File: config.mk
export PLATFORM = sky130hd
export DESIGN_NAME = cubic_bezier_flattener_core
export DESIGN_NICKNAME = d
export VERILOG_FILES = /design/src/design/cbf_pkg.sv /design/src/design/cbf_mul.sv /design/src/design/cbf_div.sv /design/src/design/cubic_bezier_flattener_core.sv
export SDC_FILE = /design/constraint.sdc
export NUM_CORES = 2
export LEC_CHECK = 0
export BUFFER_PORTS_ARGS = -buffer_cell sky130_fd_sc_hd__buf_4
export CAP_MARGIN = 20
export CORE_ASPECT_RATIO = 0.8
export CORE_UTILIZATION = 40
export DETAILED_ROUTE_END_ITERATION = 16
export GPL_ROUTABILITY_DRIVEN = 0
export HOLD_SLACK_MARGIN = 0.06
export REMOVE_ABC_BUFFERS = 1
export SYNTH_ARGS = -nofsm -noshare
export SYNTH_HDL_FRONTEND = slang
export SYNTH_SLANG_ARGS = --single-unit
File: constraint.sdc
create_clock -name clk -period 7.98 [get_ports clk]
set_input_delay 1.197 -clock clk [delete_from_list [all_inputs] [get_ports clk]]
set_output_delay 1.197 -clock clk [all_outputs]
set_load 0.05 [all_outputs]
File: src/design/cbf_pkg.sv
// ----------------------------------------------------------------------------
// Cubic Bezier flattener package
// Shared widths, defaults, sequencer states and operation codes.
// ----------------------------------------------------------------------------
`default_nettype none

package cbf_pkg;

  localparam int MAX_SEGMENTS_DEF = 64;
  localparam int COORD_W          = 16;
  localparam int COUNT_W          = 7;
  localparam int LWIDTH_W         = 16;
  localparam int COLOR_W          = 24;
  localparam int MUL_B_W          = COORD_W + 1;
  localparam int QUO_BITS         = 16;

  typedef enum logic [2:0] {
    ST_IDLE,
    ST_MUL,
    ST_WB,
    ST_DIV_GO,
    ST_DIV_WAIT,
    ST_EMIT
  } state_t;

  // The order matters: the sequencer steps through these codes one by one.
  typedef enum logic [4:0] {
    OP_NN,
    OP_DEN,
    OP_A2,
    OP_A3,
    OP_B2,
    OP_B3,
    OP_A2B,
    OP_AB2,
    OP_X0,
    OP_X1,
    OP_X2,
    OP_X3,
    OP_Y0,
    OP_Y1,
    OP_Y2,
    OP_Y3
  } op_t;

endpackage

`default_nettype wire

File: src/design/cbf_mul.sv
// ----------------------------------------------------------------------------
// Shared multiplier
// Unsigned weight times signed coordinate, product registered.
// ----------------------------------------------------------------------------
`default_nettype none

module cbf_mul import cbf_pkg::*; #(
  parameter int A_W = 21
) (
  input  wire logic                         clk,
  input  wire logic [A_W-1:0]               op_a,
  input  wire logic signed [MUL_B_W-1:0]    op_b,
  output logic signed [A_W+MUL_B_W:0]       prod_r
);

  always_ff @(posedge clk) begin
    prod_r <= $signed({1'b0, op_a}) * op_b;
  end

endmodule

`default_nettype wire

File: src/design/cbf_div.sv
// ----------------------------------------------------------------------------
// Iterative divider
// Signed numerator by unsigned denominator, one quotient bit per cycle,
// truncation towards zero and saturation to a 16-bit signed quotient.
// ----------------------------------------------------------------------------
`default_nettype none

module cbf_div import cbf_pkg::*; #(
  parameter int ACC_W = 38,
  parameter int DEN_W = 21
) (
  input  wire logic                       clk,
  input  wire logic                       rst_n,
  input  wire logic                       start,
  input  wire logic signed [ACC_W-1:0]    num,
  input  wire logic [DEN_W-1:0]           den,
  output logic                            done,
  output logic signed [COORD_W-1:0]       quo
);

  localparam int CNT_W = $clog2(QUO_BITS + 1);
  localparam logic [QUO_BITS-1:0] POS_MAX = {1'b0, {(QUO_BITS-1){1'b1}}};
  localparam logic [QUO_BITS-1:0] NEG_MAX = {1'b1, {(QUO_BITS-1){1'b0}}};

  logic [ACC_W-1:0]    rem_r;
  logic [ACC_W-1:0]    dsh_r;
  logic [QUO_BITS-1:0] q_r;
  logic [CNT_W-1:0]    cnt_r;
  logic                neg_r;
  logic                active_r;
  logic                fits;

  assign fits = (rem_r >= dsh_r);
  assign done = active_r && (cnt_r == '0);

  always_ff @(posedge clk) begin
    if (!rst_n) begin
      active_r <= 1'b0;
      cnt_r    <= '0;
    end else if (start) begin
      active_r <= 1'b1;
      cnt_r    <= CNT_W'(QUO_BITS);
    end else if (done) begin
      active_r <= 1'b0;
    end else if (active_r) begin
      cnt_r <= cnt_r - 1'b1;
    end
  end

  always_ff @(posedge clk) begin
    if (start) begin
      neg_r <= num[ACC_W-1];
      rem_r <= num[ACC_W-1] ? ACC_W'(-num) : ACC_W'(num);
      dsh_r <= ACC_W'({den, {(QUO_BITS-1){1'b0}}});
      q_r   <= '0;
    end else if (active_r && (cnt_r != '0)) begin
      if (fits) begin
        rem_r <= rem_r - dsh_r;
      end
      q_r   <= {q_r[QUO_BITS-2:0], fits};
      dsh_r <= dsh_r >> 1;
    end
  end

  always_comb begin
    if (neg_r) begin
      quo = (q_r > NEG_MAX) ? $signed(NEG_MAX) : $signed(QUO_BITS'(-q_r));
    end else begin
      quo = (q_r > POS_MAX) ? $signed(POS_MAX) : $signed(q_r);
    end
  end

endmodule

`default_nettype wire

File: src/design/cubic_bezier_flattener_core.sv
// ----------------------------------------------------------------------------
// Cubic Bezier flattener core
// Uniform subdivision of a cubic curve into n line segments, evaluated
// exactly with one shared multiplier and an iterative divider.
// Per segment, the shared multiplier forms the four Bernstein weights, then
// the x sum, which the 16-step divider divides by n^3, then the y sum the
// same way; the segment word follows. busy stays high for the whole curve,
// and a new curve is taken only while the sequencer is idle.
// The receiver cannot stall; every word is strobed for one cycle.
// Reset is synchronous and returns the sequencer to idle.
// ----------------------------------------------------------------------------
`default_nettype none

module cubic_bezier_flattener_core import cbf_pkg::*; #(
  parameter int MAX_SEGMENTS = MAX_SEGMENTS_DEF
) (
  input  wire logic                       clk,
  input  wire logic                       rst_n,
  input  wire logic                       start,
  output logic                            busy,
  input  wire logic signed [COORD_W-1:0]  in_c0_x,
  input  wire logic signed [COORD_W-1:0]  in_c0_y,
  input  wire logic signed [COORD_W-1:0]  in_c1_x,
  input  wire logic signed [COORD_W-1:0]  in_c1_y,
  input  wire logic signed [COORD_W-1:0]  in_c2_x,
  input  wire logic signed [COORD_W-1:0]  in_c2_y,
  input  wire logic signed [COORD_W-1:0]  in_c3_x,
  input  wire logic signed [COORD_W-1:0]  in_c3_y,
  input  wire logic [COUNT_W-1:0]         in_segment_count,
  input  wire logic [LWIDTH_W-1:0]        in_line_width,
  input  wire logic [COLOR_W-1:0]         in_rgb_color,
  output logic                            out_valid,
  output logic signed [COORD_W-1:0]       out_from_x,
  output logic signed [COORD_W-1:0]       out_from_y,
  output logic signed [COORD_W-1:0]       out_to_x,
  output logic signed [COORD_W-1:0]       out_to_y,
  output logic [LWIDTH_W-1:0]             out_width_out,
  output logic [COLOR_W-1:0]              out_color_out,
  output logic                            out_last_segment
);

  localparam int NW    = $clog2(MAX_SEGMENTS + 1);
  localparam int WW    = 3 * NW;
  localparam int ACC_W = WW + COORD_W + 1;
  localparam int PW    = WW + MUL_B_W + 1;
  localparam int CNT_W = (NW > COUNT_W) ? NW : COUNT_W;

  state_t state_r, state_nxt;
  op_t    op_r;

  logic [NW-1:0]               n_r, i_r, a_val;
  logic [CNT_W-1:0]            cnt_ext;
  logic [NW-1:0]               n_clamp;
  logic signed [COORD_W-1:0]   c0x_r, c0y_r, c1x_r, c1y_r, c2x_r, c2y_r, c3x_r, c3y_r;
  logic [LWIDTH_W-1:0]         width_r;
  logic [COLOR_W-1:0]          color_r;
  logic [WW-1:0]               den_r, wa2_r, wb2_r, w0_r, w1_r, w2_r, w3_r;
  logic signed [ACC_W-1:0]     acc_r;
  logic signed [COORD_W-1:0]   px_r, py_r, nx_r, ny_r;

  logic [WW-1:0]               mul_a;
  logic signed [MUL_B_W-1:0]   mul_b;
  logic signed [PW-1:0]        mul_p;
  logic [WW-1:0]               prod_w, prod_w3;
  logic signed [ACC_W-1:0]     prod_acc;

  logic                        div_start, div_done;
  logic signed [COORD_W-1:0]   div_q;
  logic                        accept, emit, coord_done;

  cbf_mul #(.A_W(WW)) u_mul (
    .clk    (clk),
    .op_a   (mul_a),
    .op_b   (mul_b),
    .prod_r (mul_p)
  );

  cbf_div #(.ACC_W(ACC_W), .DEN_W(WW)) u_div (
    .clk   (clk),
    .rst_n (rst_n),
    .start (div_start),
    .num   (acc_r),
    .den   (den_r),
    .done  (div_done),
    .quo   (div_q)
  );

  assign cnt_ext = CNT_W'(in_segment_count);
  always_comb begin
    if (cnt_ext == '0) begin
      n_clamp = NW'(1);
    end else if (cnt_ext > CNT_W'(MAX_SEGMENTS)) begin
      n_clamp = NW'(MAX_SEGMENTS);
    end else begin
      n_clamp = cnt_ext[NW-1:0];
    end
  end

  assign a_val    = n_r - i_r;
  assign prod_w   = mul_p[WW-1:0];
  assign prod_w3  = prod_w + {prod_w[WW-2:0], 1'b0};
  assign prod_acc = mul_p[ACC_W-1:0];
  assign coord_done = (op_r == OP_X3) || (op_r == OP_Y3);

  always_comb begin
    state_nxt = state_r;
    case (state_r)
      ST_IDLE:     if (start) state_nxt = ST_MUL;
      ST_MUL:      state_nxt = ST_WB;
      ST_WB:       state_nxt = coord_done ? ST_DIV_GO : ST_MUL;
      ST_DIV_GO:   state_nxt = ST_DIV_WAIT;
      ST_DIV_WAIT: if (div_done) state_nxt = (op_r == OP_X3) ? ST_MUL : ST_EMIT;
      ST_EMIT:     state_nxt = (i_r == n_r) ? ST_IDLE : ST_MUL;
      default:     state_nxt = ST_IDLE;
    endcase
  end

  always_comb begin
    busy      = (state_r != ST_IDLE);
    accept    = (state_r == ST_IDLE) && start;
    div_start = (state_r == ST_DIV_GO);
    emit      = (state_r == ST_EMIT);
  end

  always_comb begin
    case (op_r)
      OP_NN:   begin mul_a = WW'(n_r);   mul_b = MUL_B_W'(n_r);   end
      OP_DEN:  begin mul_a = den_r;      mul_b = MUL_B_W'(n_r);   end
      OP_A2:   begin mul_a = WW'(a_val); mul_b = MUL_B_W'(a_val); end
      OP_A3:   begin mul_a = wa2_r;      mul_b = MUL_B_W'(a_val); end
      OP_B2:   begin mul_a = WW'(i_r);   mul_b = MUL_B_W'(i_r);   end
      OP_B3:   begin mul_a = wb2_r;      mul_b = MUL_B_W'(i_r);   end
      OP_A2B:  begin mul_a = wa2_r;      mul_b = MUL_B_W'(i_r);   end
      OP_AB2:  begin mul_a = wb2_r;      mul_b = MUL_B_W'(a_val); end
      OP_X0:   begin mul_a = w0_r;       mul_b = MUL_B_W'(c0x_r); end
      OP_X1:   begin mul_a = w1_r;       mul_b = MUL_B_W'(c1x_r); end
      OP_X2:   begin mul_a = w2_r;       mul_b = MUL_B_W'(c2x_r); end
      OP_X3:   begin mul_a = w3_r;       mul_b = MUL_B_W'(c3x_r); end
      OP_Y0:   begin mul_a = w0_r;       mul_b = MUL_B_W'(c0y_r); end
      OP_Y1:   begin mul_a = w1_r;       mul_b = MUL_B_W'(c1y_r); end
      OP_Y2:   begin mul_a = w2_r;       mul_b = MUL_B_W'(c2y_r); end
      OP_Y3:   begin mul_a = w3_r;       mul_b = MUL_B_W'(c3y_r); end
      default: begin mul_a = '0;         mul_b = '0;              end
    endcase
  end

  always_ff @(posedge clk) begin
    if (!rst_n) begin
      state_r   <= ST_IDLE;
      out_valid <= 1'b0;
    end else begin
      state_r   <= state_nxt;
      out_valid <= emit;
    end
  end

  always_ff @(posedge clk) begin
    if (accept) begin
      c0x_r   <= in_c0_x;
      c0y_r   <= in_c0_y;
      c1x_r   <= in_c1_x;
      c1y_r   <= in_c1_y;
      c2x_r   <= in_c2_x;
      c2y_r   <= in_c2_y;
      c3x_r   <= in_c3_x;
      c3y_r   <= in_c3_y;
      width_r <= in_line_width;
      color_r <= in_rgb_color;
      n_r     <= n_clamp;
      i_r     <= NW'(1);
      px_r    <= in_c0_x;
      py_r    <= in_c0_y;
      op_r    <= OP_NN;
    end
    if (state_r == ST_WB) begin
      case (op_r)
        OP_NN, OP_DEN: den_r <= prod_w;
        OP_A2:         wa2_r <= prod_w;
        OP_A3:         w0_r  <= prod_w;
        OP_B2:         wb2_r <= prod_w;
        OP_B3:         w3_r  <= prod_w;
        OP_A2B:        w1_r  <= prod_w3;
        OP_AB2:        w2_r  <= prod_w3;
        OP_X0, OP_Y0:  acc_r <= prod_acc;
        default:       acc_r <= acc_r + prod_acc;
      endcase
      if (!coord_done) begin
        op_r <= op_t'(op_r + 5'd1);
      end
    end
    if ((state_r == ST_DIV_WAIT) && div_done) begin
      if (op_r == OP_X3) begin
        nx_r <= div_q;
        op_r <= OP_Y0;
      end else begin
        ny_r <= div_q;
      end
    end
    if (emit) begin
      out_from_x       <= px_r;
      out_from_y       <= py_r;
      out_to_x         <= nx_r;
      out_to_y         <= ny_r;
      out_width_out    <= width_r;
      out_color_out    <= color_r;
      out_last_segment <= (i_r == n_r);
      px_r             <= nx_r;
      py_r             <= ny_r;
      i_r              <= i_r + 1'b1;
      op_r             <= OP_A2;
    end
  end

endmodule

`default_nettype wire

== After elaboration in Yosys (flattened, before gate mapping) ==
Index checks and enable logic that the tools add are counted.
Widths: inputs -> output; s select.

* Memory bits (read-only): 0
* Input port bits: 178
* Bits in latches: 0
* Logic and storage cells: 163
* Flip-flop bits (word level): 680
* Bits in writable memories: 0
* Output and inout bits: 107
* Memories kept: 0

* Multipliers: 1
* Bitwise logic cells: 4
* Shift-type cells: 0
* Order comparisons: 4
* Div/mod/pow operators: 0
* Add/sub/neg operators: 9
* Reduce and logical (&&, ||, !) cells: 42
* Eq/ne operators: 24
* Muxes and demuxes: 35

{| class="wikitable"
|+ Operators by type and width
! cell !! number
|-
| $pmux 21 s10 || 1
|-
| $pmux 17 s11 || 1
|-
| $mux 38 || 4
|-
| $mux 16 || 7
|-
| $pmux 38 s2 || 1
|-
| $mux 36 || 2
|-
| $eq 5x4->1 const B || 8
|-
| $mux 5 || 8
|-
| $add 38x38->38 || 1
|-
| $ge 38x36->1 || 1
|-
| $mul 22x17->38 || 1
|-
| $neg 38->38 || 1
|-
| $sub 38x36->38 || 1
|-
| $reduce_and 2->1 || 14
|-
| $add 21x21->21 || 1
|-
| $mux 7 || 3
|-
| $eq 5x3->1 const B || 4
|-
| $pmux 3 s6 || 1
|-
| $reduce_or 2->1 || 9
|-
| $gt 16x15->1 const B || 1
|-
| $gt 16x16->1 const B || 1
|-
| $neg 16->16 || 1
|-
| $eq 5x2->1 const B || 2
|-
| $logic_not 5->1 || 2
|-
| other kinds (24) || 43
|}

== Depth between registers and ports, before layout ==
* Depth after elaboration: 7
* Mapped depth: 35

== Cells and area by module ==
A second synthesis with hierarchy kept.

* Cells, all modules: 3,827
* Area total of the unflattened synthesis: 42,409.4 µm²

{| class="wikitable"
|+ Modules (own cells, without submodules)
! module !! area each (µm²) !! cells an instance !! times used !! seq. area each (µm²)
|-
| cubic_bezier_flattener_core || 22,258.8 || 1,488 || 1 || 16,275.6
|-
| cbf_mul || 12,804.8 || 1,425 || 1 || 780.7
|-
| cbf_div || 7,345.8 || 914 || 1 || 2,542.4
|}

== Worst setup path after synthesis ==
OpenSTA, ideal clock, no wires.

* Path kind: flip-flop to flip-flop
* From: register n_r[0]
* To: register u_mul.prod_r[37]
* Required time: 7.855 ns
* Period minus slack after synthesis: 8.150 ns
* Path buffers: 0
* Arrival: 8.025 ns
* Setup slack: -0.170 ns
* Library setup time: 0.125 ns
* Stages on the path, launching flop included: 34
* Cell sequence: edfxtp_1 -> inv_1 -> ha_1 -> inv_1 -> fa_1 -> a21o_1 -> a21oi_1 -> o21bai_1 -> a21oi_1 -> xor2_1 -> and2_1 -> nor4_1 -> nor2_1 -> fa_1 -> inv_1 -> fa_1 -> inv_1 -> fa_1 -> inv_1 -> fa_1 -> inv_1 -> fa_1 -> inv_1 -> fa_1 -> inv_1 -> ha_1 -> a21o_1 -> a41oi_1 -> o21ai_0 -> o31a_1 -> a41o_1 -> a221o_1 -> a211oi_1 -> xnor2_1

* Longest elaborated chain between the ends: 3

{| class="wikitable"
|+ Ends and longest elaborated chain
! item !! line !! source
|-
| from (decl) || cubic_bezier_flattener_core.sv:51 || <nowiki>logic [NW-1:0] n_r, i_r, a_val;</nowiki>
|-
| from (signal assigned) || cubic_bezier_flattener_core.sv:169 || <nowiki>n_r <= n_clamp;</nowiki>
|-
| $sub 7x7->7 || cubic_bezier_flattener_core.sv:99 || <nowiki>assign a_val = n_r - i_r;</nowiki>
|-
| $pmux 17 s11 or $pmux 21 s10 (tied branches) || cubic_bezier_flattener_core.sv:126 || <nowiki>case (op_r)</nowiki>
|-
| $mul 22x17->38 (*) || cbf_mul.sv:17 || <nowiki>prod_r <= $signed({1'b0, op_a}) * op_b;</nowiki>
|-
| to (signal assigned) || cbf_mul.sv:17 ||
|-
| to (decl) || cbf_mul.sv:13 || <nowiki>output logic signed [A_W+MUL_B_W:0] prod_r</nowiki>
|}

Every way passes the cells marked *; elsewhere a longest branch is shown, timed or not.
A chain may end at the register's enable or synchronous reset.

== Worst setup path in the final report ==
Ends and elaborated chain as after synthesis.

==> impl_metrics.csv <==
group,metric,value,unit
die,rows,106,
cts,ctsLongestPathBuffers,3,
job,maxCapViolCount,0,
die,die_area,107000,um^2
global_routing,grt_overflow,0,
die,core_area,104000,um^2
synth,synthArstFlopShare,0,
synth,ys_ff_latch,680,
critical_path,path_max_fanout,6,
final_layout,drive_gt1_frac,0.173,
global_routing,grt_usage,0.223,
drt,vias,30200,
cts,hold_buffers,0,
critical_path,path_buf_inv,6,
final_layout,final_cell_mix,"596 x edfxtp_1, 514 x nand2_1, 493 x buf_4",
placement,place_inst,5593,
synth,synth_flop_cell,"edfxtp_1",
drt,via_per_inst,5.25,
timing,timing.final.crit_share,0.989,
cts,cts_tree,"built",
drt,wl,118000,um
synth,synth_warnings,0,
cts,clock_sinks,680,
drt,drt-pass1-iter-count,8,
placement,port_buffers,284,
final_layout,syn2layout_area_growth,19.1,%
critical_path,crit_type,"flip-flop to flip-flop",
timing,setup_slack,88.8,ps
critical_path,critical_path_required,8520,ps
placement,dp_hpwl,91300,um
synth,synth_edf_count,596,
timing,worst_pin_slew,1270,ps
synth,syn_area,42100,um^2
critical_path,crit_top_cell,"fa_1",
timing,maxSlewViolCount,0,
critical_path,critical_path.startpoint,"n_r[0]",
critical_path,crit_path_top_delay_cell,"fa_1",
die,die_h,292,um
power_and_ir_drop,vdd_drop_max,0.214,mV
cts,cts_root_buffer,"clkbuf_16",
cts,clk_latency,670,ps
critical_path,timing.rr.end,"u_mul.prod_r[37]",
power_and_ir_drop,leakage,21.0,nW
drt,final_antenna_net_count,0,
critical_path,cp_data_arrival_time,8430,ps
timing,fin_tns_setup,0,ps
critical_path,r2r_slack,90,ps
timing,final-setup-viol-count,0,
synth,synthCells,3866,
critical_path,r2r.worst_path.cells,32,
synth,yosysSeqAreaShare,0.465,
placement,dpl-instance-area,47200,um^2
timing,hold_slack,383,ps
synth,synth_cell_types,78,
timing,max_freq,127,MHz
drt,drtIter0Drc,2809,
global_routing,grt_pass1_wl,180000,um
synth,syn_avg_cell_area,10.9,um^2
global_routing,grt_pass1_vias,29300,
critical_path,startpoint_type,"flip-flop",
placement,dp_slack,-132,ps
global_routing,antenna_found_initial,8,
drt,wl_per_cell,20.5,um
critical_path,setup.worst_path.end,"u_mul.prod_r[37]",
critical_path,cp_top_family,"adder cells",
cts,clk_pin_slew_worst_paths,60,ps
power_and_ir_drop,p_total,12.0,mW
final_layout,nets,4988,
min_path,hold_class,"flip-flop to flip-flop",
final_layout,fillers,9479,
timing,min_period,7890,ps
final_layout,design_area,50100,um^2
timing,rsz0062_at_grt,"true",
die,initial_core_util,0.403,
cts,h-tree-depth,3,
power_and_ir_drop,cellPowerDensity,239,nW/um^2
final_layout,layout.cells.non_filler,5750,
run_status,outcome,"complete, no violations",
timing,hold_viol,0,
critical_path,end_kind,"flip-flop",
cts,cts_made_buffers,69,
die,die_w,365,um
die,boundaryPins,285,
critical_path,path_depth,32,
critical_path,reg2reg_from,"n_r[0]",
timing,finClkSkew,42.1,ps
drt,drc,0,
final_layout,mostFrequentLayoutCell,"edfxtp_1",
critical_path,max_stage_delay,560,ps
timing,slew_headroom,0.140,
final_layout,final_core_util,0.480,
global_routing,grt_max_degree,84,
==> cells by family after synthesis <==
group,share of synthesized area
AOI/OAI and AO/OA,0.116
xor gates and xnor gates,0.0329
adders and majority gates,0.208
buffers and inverters,0.0553
DFF,0.465
muxes,0.000951
and+or+nand+nor,0.122
==> cell type report <==
cell class / instances / area [um^2] / area share
clock inverters: 46 / 459 / 0.00916
clock buffers: 78 / 1790 / 0.0357
repair buffers: 519 / 4180 / 0.0833
inverters: 448 / 1700 / 0.0338
diodes: 9 / 22.5 / 0.000449
well taps: 1404 / 1760 / 0.0350
multi-input cells: 2566 / 20600 / 0.412
flip-flops and latches: 680 / 19600 / 0.391
==> cells in the mapped netlist (all sizes together) (5+ instances only) <==
library cell / instances / area (um^2)
nor4: 9 / 62.6
a211o: 11 / 96.3
nand4b: 5 / 43.8
nor2: 332 / 1250
and3: 27 / 169
xor2: 57 / 499
a41oi: 6 / 52.6
and4: 9 / 78.8
or3: 30 / 188
edfxtp: 596 / 17900
clkbuf: 157 / 589
inv: 448 / 1680
a222oi: 23 / 230
a21oi: 188 / 941
a22oi: 59 / 443
a211oi: 23 / 173
o31a: 5 / 43.8
o21ai: 120 / 604
nand4: 19 / 119
a31oi: 19 / 119
o41ai: 9 / 124
ha: 238 / 2980
or2: 14 / 87.6
a221o: 8 / 80.1
a21o: 70 / 526
dfxtp: 84 / 1680
fa: 288 / 5770
nand2b: 40 / 265
nor3: 48 / 240
o311ai: 9 / 78.8
xnor2: 101 / 885
a22o: 38 / 333
nand2: 520 / 1950
o211ai: 14 / 105
nor2b: 17 / 106
and2: 16 / 100
nand3: 48 / 240
o21a: 24 / 180
o21bai: 14 / 105
o22ai: 5 / 31.3
o31ai: 37 / 292
buf: 15 / 57.6
or4: 14 / 124
==> layer usage <==
layer / up-vias / GRT usage / wire length, um
li1: 14200 / - / -
met1: 14900 / 0.343 / 56500
met2: 990 / 0.316 / 50000
met3: 102 / 0.0509 / 9750
met4: 0 / 0.0472 / 1790
met5: - / 0 / 0
==> repair_timing <==
item | CTS | global route
setup buffers | 8 | 14
pin swaps | 13 | 38
resized for setup | 17 | 79
endpoints found under the hold margin | 0 | 0
setup endpoints to repair | 5 | 13
==> how the worst min path moves through the flow <==
stage | from | end | slack (ps) | cells past startpoint
floorplan | color_r[0] | out_color_out[0] | 400 | 0
finish | px_r[3] | out_from_x[3] | 380 | 0
global placement | width_r[1] | out_width_out[1] | 400 | 0
global route | px_r[3] | out_from_x[3] | 410 | 0
detailed placement | color_r[10] | out_color_out[10] | 400 | 0
CTS | px_r[3] | out_from_x[3] | 390 | 0
==> flip-flops by register name, indices dropped and copies added, names as in the netlist, 21 cells and up <==
name           count
wa2_r             21
color_r           24
w2_r              21
u_div.rem_r       38
w3_r              21
out_color_out     24
wb2_r             21
w0_r              21
acc_r             38
u_mul.prod_r      38
den_r             21
u_div.dsh_r       36
w1_r              21
==> power by group <==
group          leakage, nW  switching (mW)  internal (mW)
clock network         1.10            1.44           1.83
registers             6.24           0.233           4.29
logic                 13.7            2.38           1.79
total                 21.0            4.06           7.91
Power figures use the tool's default switching activity.
